==> src/rtl/core/mi4_pkg.sv <==
package mi4_pkg;

   localparam int FRAC_BITS_DEF     = 16;
   localparam int ELEMENT_WIDTH_DEF = 32;

   // fixed widths of the channel fields
   localparam int ELEM_FIELD_W  = 32;
   localparam int VALUE_FIELD_W = 32;
   localparam int POS_W         = 4;

   // group numbering of the compute sequence
   localparam logic [4:0] GID_DET  = 5'd12;
   localparam logic [4:0] GID_ADJ0 = 5'd13;
   localparam logic [4:0] GID_LAST = 5'd28;

   localparam logic SRC_MAT = 1'b0;
   localparam logic SRC_VEC = 1'b1;

   typedef enum logic {DIV_ADJ, DIV_DET} div_sel_type;

   // one product term: +/- P * Q, each a matrix element or a 2W-bit vector
   typedef struct packed {
      logic       neg;
      logic       p_vec;
      logic [3:0] p_idx;
      logic       q_vec;
      logic [3:0] q_idx;
   } term_type;

   typedef struct packed {
      logic       is_vec;
      logic       hi;
      logic [3:0] idx;
   } opcode_type;

   typedef struct packed {
      logic        store_wr;
      logic [3:0]  store_idx;
      logic        opa_ld;
      logic        opb_ld;
      opcode_type  code;
      logic        mul_en;
      logic        acc_en;
      logic        acc_clr;
      logic        acc_neg;
      logic [1:0]  acc_shift;
      logic        vec_wr;
      logic [3:0]  vec_idx;
      logic        det_ld;
      logic        div_start;
      div_sel_type div_sel;
      logic        out_ld;
      logic        out_zero;
      logic [3:0]  out_pos;
      logic        out_last;
   } cmd_type;

   typedef struct packed {
      logic det_zero;
      logic div_done;
      logic out_free;
   } stat_type;

   function automatic term_type mk(logic neg, logic pv, logic [3:0] pi,
                                   logic qv, logic [3:0] qi);
      term_type t;
      t.neg   = neg;
      t.p_vec = pv;
      t.p_idx = pi;
      t.q_vec = qv;
      t.q_idx = qi;
      return t;
   endfunction

   // index of the final term of a group
   function automatic logic [2:0] last_term(logic [4:0] gid);
      if (gid < GID_DET) return 3'd1;
      else if (gid == GID_DET) return 3'd5;
      else return 3'd2;
   endfunction

   // vectors: s 0..2, t 3..5, u 6..8, v 9..11; group 12 is det; 13..28 adjugate
   function automatic term_type term_fn(logic [4:0] gid, logic [2:0] j);
      term_type   t;
      logic [1:0] k;
      logic [1:0] k1;
      logic [1:0] k2;
      logic [3:0] p;
      logic [3:0] kk;
      logic [3:0] kk1;
      logic [3:0] kk2;
      logic [3:0] jj;
      logic       j0;
      p = 4'(gid - GID_ADJ0);
      if (gid < 5'd3) k = gid[1:0];
      else if (gid < 5'd6) k = 2'(gid - 5'd3);
      else if (gid < 5'd9) k = 2'(gid - 5'd6);
      else if (gid < 5'd12) k = 2'(gid - 5'd9);
      else if (gid == GID_DET) k = 2'd0;
      else k = p[3:2];
      k1  = (k == 2'd2) ? 2'd0 : k + 2'd1;
      k2  = (k == 2'd0) ? 2'd2 : k - 2'd1;
      kk  = {2'b00, k};
      kk1 = {2'b00, k1};
      kk2 = {2'b00, k2};
      jj  = {1'b0, j};
      j0  = (j == 3'd0);
      if (gid < 5'd3) begin
         t = j0 ? mk(1'b0, SRC_MAT, kk1, SRC_MAT, 4'd4 + kk2)
                : mk(1'b1, SRC_MAT, kk2, SRC_MAT, 4'd4 + kk1);
      end else if (gid < 5'd6) begin
         t = j0 ? mk(1'b0, SRC_MAT, 4'd8 + kk1, SRC_MAT, 4'd12 + kk2)
                : mk(1'b1, SRC_MAT, 4'd8 + kk2, SRC_MAT, 4'd12 + kk1);
      end else if (gid < 5'd9) begin
         t = j0 ? mk(1'b0, SRC_MAT, kk, SRC_MAT, 4'd7)
                : mk(1'b1, SRC_MAT, 4'd4 + kk, SRC_MAT, 4'd3);
      end else if (gid < 5'd12) begin
         t = j0 ? mk(1'b0, SRC_MAT, 4'd8 + kk, SRC_MAT, 4'd15)
                : mk(1'b1, SRC_MAT, 4'd12 + kk, SRC_MAT, 4'd11);
      end else if (gid == GID_DET) begin
         if (j < 3'd3) t = mk(1'b0, SRC_VEC, jj, SRC_VEC, 4'd9 + jj);
         else t = mk(1'b0, SRC_VEC, jj, SRC_VEC, jj + 4'd3);
      end else begin
         case (p)
            4'd12: t = mk(1'b1, SRC_MAT, 4'd4 + jj, SRC_VEC, 4'd3 + jj);
            4'd13: t = mk(1'b0, SRC_MAT, jj, SRC_VEC, 4'd3 + jj);
            4'd14: t = mk(1'b1, SRC_MAT, 4'd12 + jj, SRC_VEC, jj);
            4'd15: t = mk(1'b0, SRC_MAT, 4'd8 + jj, SRC_VEC, jj);
            default: begin
               case (p[1:0])
                  2'd0: begin
                     if (j0) t = mk(1'b0, SRC_MAT, 4'd4 + kk1, SRC_VEC, 4'd9 + kk2);
                     else if (j == 3'd1)
                        t = mk(1'b1, SRC_MAT, 4'd4 + kk2, SRC_VEC, 4'd9 + kk1);
                     else t = mk(1'b0, SRC_VEC, 4'd3 + kk, SRC_MAT, 4'd7);
                  end
                  2'd1: begin
                     if (j0) t = mk(1'b0, SRC_VEC, 4'd9 + kk1, SRC_MAT, kk2);
                     else if (j == 3'd1) t = mk(1'b1, SRC_VEC, 4'd9 + kk2, SRC_MAT, kk1);
                     else t = mk(1'b1, SRC_VEC, 4'd3 + kk, SRC_MAT, 4'd3);
                  end
                  2'd2: begin
                     if (j0) t = mk(1'b0, SRC_MAT, 4'd12 + kk1, SRC_VEC, 4'd6 + kk2);
                     else if (j == 3'd1)
                        t = mk(1'b1, SRC_MAT, 4'd12 + kk2, SRC_VEC, 4'd6 + kk1);
                     else t = mk(1'b0, SRC_VEC, kk, SRC_MAT, 4'd15);
                  end
                  default: begin
                     if (j0) t = mk(1'b0, SRC_VEC, 4'd6 + kk1, SRC_MAT, 4'd8 + kk2);
                     else if (j == 3'd1)
                        t = mk(1'b1, SRC_VEC, 4'd6 + kk2, SRC_MAT, 4'd8 + kk1);
                     else t = mk(1'b1, SRC_VEC, kk, SRC_MAT, 4'd11);
                  end
               endcase
            end
         endcase
      end
      return t;
   endfunction

endpackage

==> src/rtl/core/mi4_ctrl.sv <==
module mi4_ctrl (
   input  logic              clock,
   input  logic              reset,
   input  logic              req_valid,
   output logic              req_ready,
   input  logic              csr_valid,
   input  logic              csr_mode,
   input  mi4_pkg::stat_type stat,
   output mi4_pkg::cmd_type  cmd
);

   typedef enum logic [3:0] {
      S_LOAD, S_OPA, S_OPB, S_MUL, S_ACC, S_END, S_CHK, S_DIV, S_OUT, S_ZERO
   } state_type;

   state_type  state_ff;
   logic [3:0] cnt_ff;
   logic [4:0] gid_ff;
   logic [2:0] j_ff;
   logic       pp_ff;
   logic       qq_ff;
   logic       mode_ff;
   logic       run_mode_ff;

   mi4_pkg::term_type term;
   logic              last_q;
   logic              last_p;
   logic              last_t;
   logic              last_out;

   always_comb begin
      term     = mi4_pkg::term_fn(gid_ff, j_ff);
      last_q   = !term.q_vec || qq_ff;
      last_p   = !term.p_vec || pp_ff;
      last_t   = (j_ff == mi4_pkg::last_term(gid_ff));
      last_out = run_mode_ff || (gid_ff == mi4_pkg::GID_LAST);
      req_ready = (state_ff == S_LOAD);
      cmd = '0;
      cmd.store_wr  = (state_ff == S_LOAD) && req_valid;
      cmd.store_idx = cnt_ff;
      cmd.vec_idx   = gid_ff[3:0];
      cmd.out_pos   = run_mode_ff ? 4'd0 : 4'(gid_ff - mi4_pkg::GID_ADJ0);
      cmd.out_last  = last_out;
      cmd.div_sel   = (gid_ff == mi4_pkg::GID_DET) ? mi4_pkg::DIV_DET : mi4_pkg::DIV_ADJ;
      unique case (state_ff)
         S_LOAD: ;
         S_OPA: begin
            cmd.opa_ld = 1'b1;
            cmd.code   = '{is_vec: term.p_vec, hi: pp_ff, idx: term.p_idx};
         end
         S_OPB: begin
            cmd.opb_ld = 1'b1;
            cmd.code   = '{is_vec: term.q_vec, hi: qq_ff, idx: term.q_idx};
         end
         S_MUL: cmd.mul_en = 1'b1;
         S_ACC: begin
            cmd.acc_en    = 1'b1;
            cmd.acc_clr   = (j_ff == 3'd0) && !pp_ff && !qq_ff;
            cmd.acc_neg   = term.neg;
            cmd.acc_shift = 2'(term.p_vec & pp_ff) + 2'(term.q_vec & qq_ff);
         end
         S_END: begin
            if (gid_ff < mi4_pkg::GID_DET) cmd.vec_wr = 1'b1;
            else if (gid_ff == mi4_pkg::GID_DET) cmd.det_ld = 1'b1;
            else cmd.div_start = 1'b1;
         end
         S_CHK: cmd.div_start = !stat.det_zero && run_mode_ff;
         S_DIV: ;
         S_OUT: cmd.out_ld = stat.out_free;
         S_ZERO: begin
            cmd.out_ld   = stat.out_free;
            cmd.out_zero = 1'b1;
         end
         default: ;
      endcase
   end

   always_ff @(posedge clock) begin
      if (reset) begin
         state_ff    <= S_LOAD;
         cnt_ff      <= '0;
         gid_ff      <= '0;
         j_ff        <= '0;
         pp_ff       <= 1'b0;
         qq_ff       <= 1'b0;
         mode_ff     <= 1'b0;
         run_mode_ff <= 1'b0;
      end else begin
         if (csr_valid) mode_ff <= csr_mode;
         unique case (state_ff)
            S_LOAD: begin
               if (req_valid) begin
                  cnt_ff <= cnt_ff + 4'd1;
                  if (cnt_ff == 4'd15) begin
                     run_mode_ff <= mode_ff;
                     gid_ff      <= '0;
                     j_ff        <= '0;
                     pp_ff       <= 1'b0;
                     qq_ff       <= 1'b0;
                     state_ff    <= S_OPA;
                  end
               end
            end
            S_OPA: state_ff <= S_OPB;
            S_OPB: state_ff <= S_MUL;
            S_MUL: state_ff <= S_ACC;
            S_ACC: begin
               // walk low/high halves of Q, then of P, then the next term
               if (!last_q) begin
                  qq_ff    <= 1'b1;
                  state_ff <= S_OPA;
               end else begin
                  qq_ff <= 1'b0;
                  if (!last_p) begin
                     pp_ff    <= 1'b1;
                     state_ff <= S_OPA;
                  end else begin
                     pp_ff <= 1'b0;
                     if (last_t) begin
                        j_ff     <= '0;
                        state_ff <= S_END;
                     end else begin
                        j_ff     <= j_ff + 3'd1;
                        state_ff <= S_OPA;
                     end
                  end
               end
            end
            S_END: begin
               if (gid_ff < mi4_pkg::GID_DET) begin
                  gid_ff   <= gid_ff + 5'd1;
                  state_ff <= S_OPA;
               end else if (gid_ff == mi4_pkg::GID_DET) begin
                  state_ff <= S_CHK;
               end else begin
                  state_ff <= S_DIV;
               end
            end
            S_CHK: begin
               if (stat.det_zero) begin
                  gid_ff   <= mi4_pkg::GID_ADJ0;
                  state_ff <= S_ZERO;
               end else if (run_mode_ff) begin
                  state_ff <= S_DIV;
               end else begin
                  gid_ff   <= mi4_pkg::GID_ADJ0;
                  state_ff <= S_OPA;
               end
            end
            S_DIV: if (stat.div_done) state_ff <= S_OUT;
            S_OUT: begin
               if (stat.out_free) begin
                  gid_ff   <= gid_ff + 5'd1;
                  state_ff <= last_out ? S_LOAD : S_OPA;
               end
            end
            S_ZERO: begin
               if (stat.out_free) begin
                  gid_ff <= gid_ff + 5'd1;
                  if (last_out) state_ff <= S_LOAD;
               end
            end
            default: state_ff <= S_LOAD;
         endcase
      end
   end

endmodule

==> config.mk <==
export PLATFORM = sky130hd
export DESIGN_NAME = mi4_ctrl
export DESIGN_NICKNAME = d
export VERILOG_FILES = /design/src/rtl/core/mi4_pkg.sv /design/src/rtl/core/mi4_ctrl.sv
export SDC_FILE = /design/constraint.sdc
export NUM_CORES = 1
export LEC_CHECK = 0
export BUFFER_PORTS_ARGS = -buffer_cell sky130_fd_sc_hd__buf_4
export CAP_MARGIN = 40
export CELL_PAD_IN_SITES_DETAIL_PLACEMENT = 1
export CELL_PAD_IN_SITES_GLOBAL_PLACEMENT = 1
export CORE_MARGIN = 2
export CORE_UTILIZATION = 40
export DETAILED_ROUTE_END_ITERATION = 8
export PLACE_DENSITY = 0.76
export SLEW_MARGIN = 20
export SYNTH_ARGS = -nofsm -noshare
export SYNTH_HDL_FRONTEND = slang
export SYNTH_SLANG_ARGS = --single-unit
==> constraint.sdc <==
create_clock -name clock -period 7.4 [get_ports clock]
set_clock_uncertainty 0.05 [all_clocks]
set_input_delay 2.22 -clock clock [delete_from_list [all_inputs] [get_ports clock]]
set_output_delay 2.22 -clock clock [all_outputs]
set_load 0.01 [all_outputs]
==> run metrics, run 1 <==
status=finished, final reports clean; hold buffers post-CTS=0; Port Buf Inserts=42; n_diodes=0; reg2reg start=j_ff[0]$_SDFFE_PP0P_; dpl cells=518; critical path peak fanout=20; EDFF count, synth=0; drt pass-1 iters=4; die width=88.5 um; largest net degree at the start of global routing=25; Clock Sinks=20; Longest Clk Path Bufs=2; Arr. time, crit path=4.23 ns; DR iter-0 viols=281; Final Cell Area=3170 um^2; clock-pin slew on the worst setup and hold paths=0.08 ns; share of layout cells above drive strength 1=0.138; Max Slew Vio Count=0; main area contributors after synthesis=dfxtp_1, ha_1, o21ai_0; Starting Density=0.416; DIE AREA=7840 um^2; Setup WS post-layout=0.896 ns; routed via count=3229; Worst Hold End=run_mode_ff$_SDFFE_PP0P_; CTS tree=yes; DP Wirelength=7.25 mm; largest area contributor in the netlist=dfxtp_1; htree depth=1; antenna violations before repair=0; synth unique cells=66; first-pass GRT wire length=16.0 mm; min-delay src=mode_ff$_SDFFE_PP0P_; GRT Overall Usage=0.258; Tcrit/Tclk final=0.879; synthesis-stage register bit count=20; LEAKAGE=1.25 nW; Routability Congestion=0.864; Root Buffer=clkbuf_8; final wirelength=9.78 mm; Fin. Hold Viols=0; pre-CTS WS=1.23 ns; PwrDens=223 nW/um^2; post-DR wirelength/cell=18.7 um; syn avg cell area=6.86 um^2; row count=30; Final setup viols=0; DRT antenna net count=0; core area=6870 um^2; max frequency=154 MHz; Die Ht=88.5 um; Final Non-Filler Cells=523; area grow syn2layout=10.8%; CTS buffer count=3; Reg2Reg Setup Slack=4.00 ns; Cells after Synth=417; Critical Path Sink Type=primary output; grt total ovfl=0; Top FF cell, synth=dfxtp_1; worst hold stages=2; worst slew pin tran=0.832 ns; Reg2Reg Depth=8; number of max-cap violations=0; Synth top area share=0.140; vias in the first global route=3145; DRC=0; ys async rst share=0; element type at the critical path start=flop; RSZ-0062 raised after global routing=no; Critical R2R Capture=state_ff[2]$_SDFFE_PP0P_; Hold WC Path Type=reg -> reg; slew margin rel.=0.442; Placed Instance Area=3090 um^2; syn nets=445; # nets final=456; synth warn=0; Post-CTS Resized=0; Final min period=6.50 ns; post-synthesis sequential area ratio=0.140; kind of critical path=reg -> out; VDD IR-drop max=0.168 mV; Vias per Instance=6.17; Crit path required time=5.13 ns; Setup Buffers After CTS=0; Finished Core Util=0.461; num ports=43; Fin Setup TNS=0 ns; clock latency on the worst-skew pair=0.26 ns; Cell Area, Synth=2860 um^2
## metrics by stage
step | hold slack (ns) | power (mW)
final | 0.458 | 0.707
after global placement | 0.435 | 0.576
after global routing | 0.490 | 0.761
after detailed placement | 0.443 | 0.588
after floorplan | 0.404 | 0.453
after CTS | 0.464 | 0.705
## logic make-up (layout without fill, tap and decap cells)
family                     Yosys count  after routing  share of synthesized area
buffers and inverters               62             72                      0.107
adders and majority gates           20             20                     0.0875
and+or+nand+nor                    148            148                      0.263
DFF                                 20             20                      0.140
xor gates and xnor gates             7              7                     0.0214
AOI/OAI and AO/OA                  155            155                      0.364
muxes                                5              5                     0.0175
## final cells by class
type | instances | area, um^2
tap | 96 | 120
fill | 917 | 3700
clock buffer | 3 | 41.3
timing repair buffer | 43 | 323
sequential | 20 | 400
clock inverter | 1 | 30.0
inverter | 25 | 98.8
multi-input combinational | 335 | 2150
## placed cells by master, fill, tap and decap left out, types with 4 or more instances in the layout
master	netlist	final
nand3_1	6	6
nor2b_1	6	6
or3_1	5	5
a21oi_1	40	40
o32ai_1	4	4
a31oi_1	6	6
or3b_2	4	4
nor3_1	15	15
inv_1	22	22
ha_1	20	20
mux2i_1	5	5
nand2b_1	11	11
nor2_1	41	41
and2_1	5	5
buf_4	5	42
nand2_1	36	36
a221oi_1	7	7
a311oi_1	5	5
o22ai_1	8	8
o31ai_1	4	4
xnor2_1	4	4
nor3b_1	4	4
dfxtp_1	20	20
o21ai_0	41	41
## synth_stat cells, types with 5 or more instances
| cell | count |
|---|---|
| or3_1 | 5 |
| and2_1 | 5 |
| a31oi_1 | 6 |
| inv_1 | 22 |
| nand2b_1 | 11 |
| buf_4 | 5 |
| clkbuf_1 | 23 |
| nor2b_1 | 6 |
| buf_6 | 6 |
| a311oi_1 | 5 |
| a21oi_1 | 40 |
| nor2_1 | 41 |
| nor3_1 | 15 |
| o22ai_1 | 8 |
| mux2i_1 | 5 |
| o21ai_0 | 41 |
| nand3_1 | 6 |
| a221oi_1 | 7 |
| dfxtp_1 | 20 |
| nand2_1 | 36 |
| ha_1 | 20 |
## critical path: stages (launching register included)
cell and delay (ns):
dfxtp_1 0.50, inv_1 0.22, ha_1 0.52, inv_1 0.20
o32ai_1 0.32, a21o_1 0.21, inv_1 0.13, ha_1 0.37
or3b_2 0.48, a21oi_1 0.23, nor2_1 0.09, a221o_1 0.33
a21oi_1 0.14, a211o_1 0.11, buf_4 0.11
## how the worst max path moves through the flow
stage / endpoint / from / cells past startpoint
final: cmd[22] / gid_ff[1]$_SDFFE_PP0P_ / 14
after global routing: cmd[22] / gid_ff[1]$_SDFFE_PP0P_ / 14
after global placement: cmd[22] / gid_ff[1]$_SDFFE_PP0P_ / 14
after detailed placement: cmd[22] / gid_ff[1]$_SDFFE_PP0P_ / 14
after floorplan: cmd[22] / gid_ff[1]$_SDFFE_PP0P_ / 17
after CTS: cmd[22] / gid_ff[1]$_SDFFE_PP0P_ / 14
## layer usage
layer  routed length [um]  track usage  up-vias
met4                  142       0.0730        0
li1                     -            -     1554
met5                    0            0        -
met3                  432       0.0205       15
met2                 4630        0.416       84
met1                 4580        0.369     1576
## where the power goes
part	internal [mW]	total [mW]	switching, mW
logic	0.177	0.441	0.264
registers	0.120	0.153	0.0338
clock network	0.0723	0.113	0.0405
## registers in the layout (all words and copies together), names as in the netlist
name and flops:
run_mode_ff 1, mode_ff 1, j_ff 3, gid_ff 5, state_ff 4, pp_ff 1
qq_ff 1, cnt_ff 4
Power figures use the tool's default switching activity.
==> run 2, diff against run 1 <==
--- a/config.mk
+++ b/config.mk
@@ -9,7 +9,6 @@
 export CAP_MARGIN = 40
 export CELL_PAD_IN_SITES_DETAIL_PLACEMENT = 1
 export CELL_PAD_IN_SITES_GLOBAL_PLACEMENT = 1
-export CORE_MARGIN = 2
 export CORE_UTILIZATION = 40
 export DETAILED_ROUTE_END_ITERATION = 8
 export PLACE_DENSITY = 0.76
==> run 2 against run 1 <==
Compared with the run above:
- combinational power up 0.9%
- wire length up 2.3%
- clock power about the same
- total power up 1.2%
- non-clock buffer count down 1
- clock-buffer cell count unchanged
- worst hold slack worse by 0.014 ns
- die area down 4.5%
- global-route usage up 1.7 points
- via count up 1.6%
- sequential share of layout area about the same
- critical path depth unchanged
- critical path type unchanged
- largest power group unchanged
==> run metrics, run 2 (synthesis results as in run 1) <==
vias in the first global route=3105; n_diodes=0; Longest Clk Path Bufs=2; Arr. time, crit path=4.32 ns; DP Wirelength=7.33 mm; Setup Buffers After CTS=0; first-pass GRT wire length=16.4 mm; worst slew pin tran=0.850 ns; grt total ovfl=0; Root Buffer=clkbuf_8; # nets final=455; hold buffers post-CTS=0; status=finished, final reports clean; GRT Overall Usage=0.275; Fin. Hold Viols=0; Critical Path Sink Type=primary output; CP peak stage delay=0.53 ns; post-layout power=715 uW; final wirelength=10.0 mm; CP top delay family=compound AO/OA/AOI/OAI gates; clock latency on the worst-skew pair=0.27 ns; slowest CP cell=dfxtp_1; max reg flops=5; share of layout cells above drive strength 1=0.136; largest net degree at the start of global routing=25; slew margin rel.=0.430; CTS buffer count=3; Starting Density=0.418; Vias per Instance=6.29; DIE AREA=7490 um^2; VDD IR-drop max=0.109 mV; Max Slew Vio Count=0; Post-CTS Resized=0; Routability Congestion=0.849; CP dominant cell by count=inv_1; biggest regs=gid_ff (5), cnt_ff (4), state_ff (4); htree depth=1; element type at the critical path start=flop; most frequent cells in the layout=buf_4, o21ai_0, nor2_1; CTS tree=yes; Hold WC Path Type=reg -> reg; Fin Setup TNS=0 ns; Port Buf Inserts=42; Crit path required time=5.13 ns; Hold Slack=0.444 ns; PwrDens=226 nW/um^2; area grow syn2layout=10.5%; Final setup viols=0; Die Ht=86.5 um; drt pass-1 iters=4; Finished Core Util=0.462; DR iter-0 viols=236; kind of critical path=reg -> out; Clock Sinks=20; Tcrit/Tclk final=0.891; max frequency=152 MHz; routed via count=3282; DRC=0; Critical Path, Cell by Cell=inv_1 -> ha_1 -> inv_1 -> o32ai_1 -> a21o_1 -> inv_1 -> ha_1 -> or3b_2 -> a21oi_1 -> nor2_1 -> a221o_1 -> a21oi_1 -> a211o_1 -> buf_4; antenna violations before repair=0; critical path buffer and inverter count=4; LEAKAGE=1.25 nW; num ports=43; Final min period=6.59 ns; number of max-cap violations=0; row count=30; commonest non-fill, non-tap cell in the layout=buf_4; core area=6830 um^2; post-DR wirelength/cell=19.2 um; RSZ-0062 raised after global routing=no; critical path peak fanout=20; DRT antenna net count=0; Reg with most FFs=gid_ff; clock-pin slew on the worst setup and hold paths=0.09 ns; die width=86.5 um
==> run 2: through the flow <==
step	area [um^2]	instances	setup slack (ns)
2_1_floorplan	2860	417	1.48
3_3_place_gp	3090	518	1.41
3_5_place_dp	3090	518	1.17
4_1_cts	3160	522	0.863
5_1_grt	3160	522	0.535
6_report	3160	522	0.807
==> run 2: layout make-up <==
type | count | area, um^2
multi-input cells | 335 | 2150
repair buffers | 42 | 315
well taps | 96 | 120
flip-flops and latches | 20 | 400
clock buffers | 3 | 41.3
inverters | 25 | 98.8
fillers | 931 | 3670
clock inverters | 1 | 30.0
==> run 2: where the power goes <==
group | internal (mW) | leakage [nW] | switching, mW
registers | 0.120 | 0.162 | 0.0350
logic | 0.176 | 1.05 | 0.269
clock network | 0.0724 | 0.0357 | 0.0434
==> run 2: path summary, 6_finish.rpt <==
check | start | end | slack (ns) | cells past startpoint
worst max-delay path | gid_ff[1]$_SDFFE_PP0P_ | cmd[22] | 0.81 | 14
worst min-delay path | mode_ff$_SDFFE_PP0P_ | run_mode_ff$_SDFFE_PP0P_ | 0.44 | 2
worst max register to register | gid_ff[1]$_SDFFE_PP0P_ | state_ff[2]$_SDFFE_PP0P_ | 3.84 | 9
worst min register to register | mode_ff$_SDFFE_PP0P_ | run_mode_ff$_SDFFE_PP0P_ | 0.44 | 2
==> run 2: layer usage <==
layer | vias up | share of wire | routed length, um | global-route usage
met4 | 0 | 0.019 | 190 | 0.0818
met1 | 1601 | 0.47 | 4660 | 0.390
met2 | 119 | 0.47 | 4660 | 0.444
met3 | 18 | 0.050 | 500 | 0.0210
met5 | - | 0 | 0 | 0
li1 | 1544 | - | - | -
==> run 2: worst register-to-register path, stage by stage (launching register included) <==
cell,delay (ns)
dfxtp_1,0.76
inv_1,0.24
ha_1,0.44
nor3b_1,0.26
a41o_1,0.38
o41a_4,0.35
o31a_1,0.29
o22ai_2,0.15
or3_1,0.40
a31oi_1,0.17
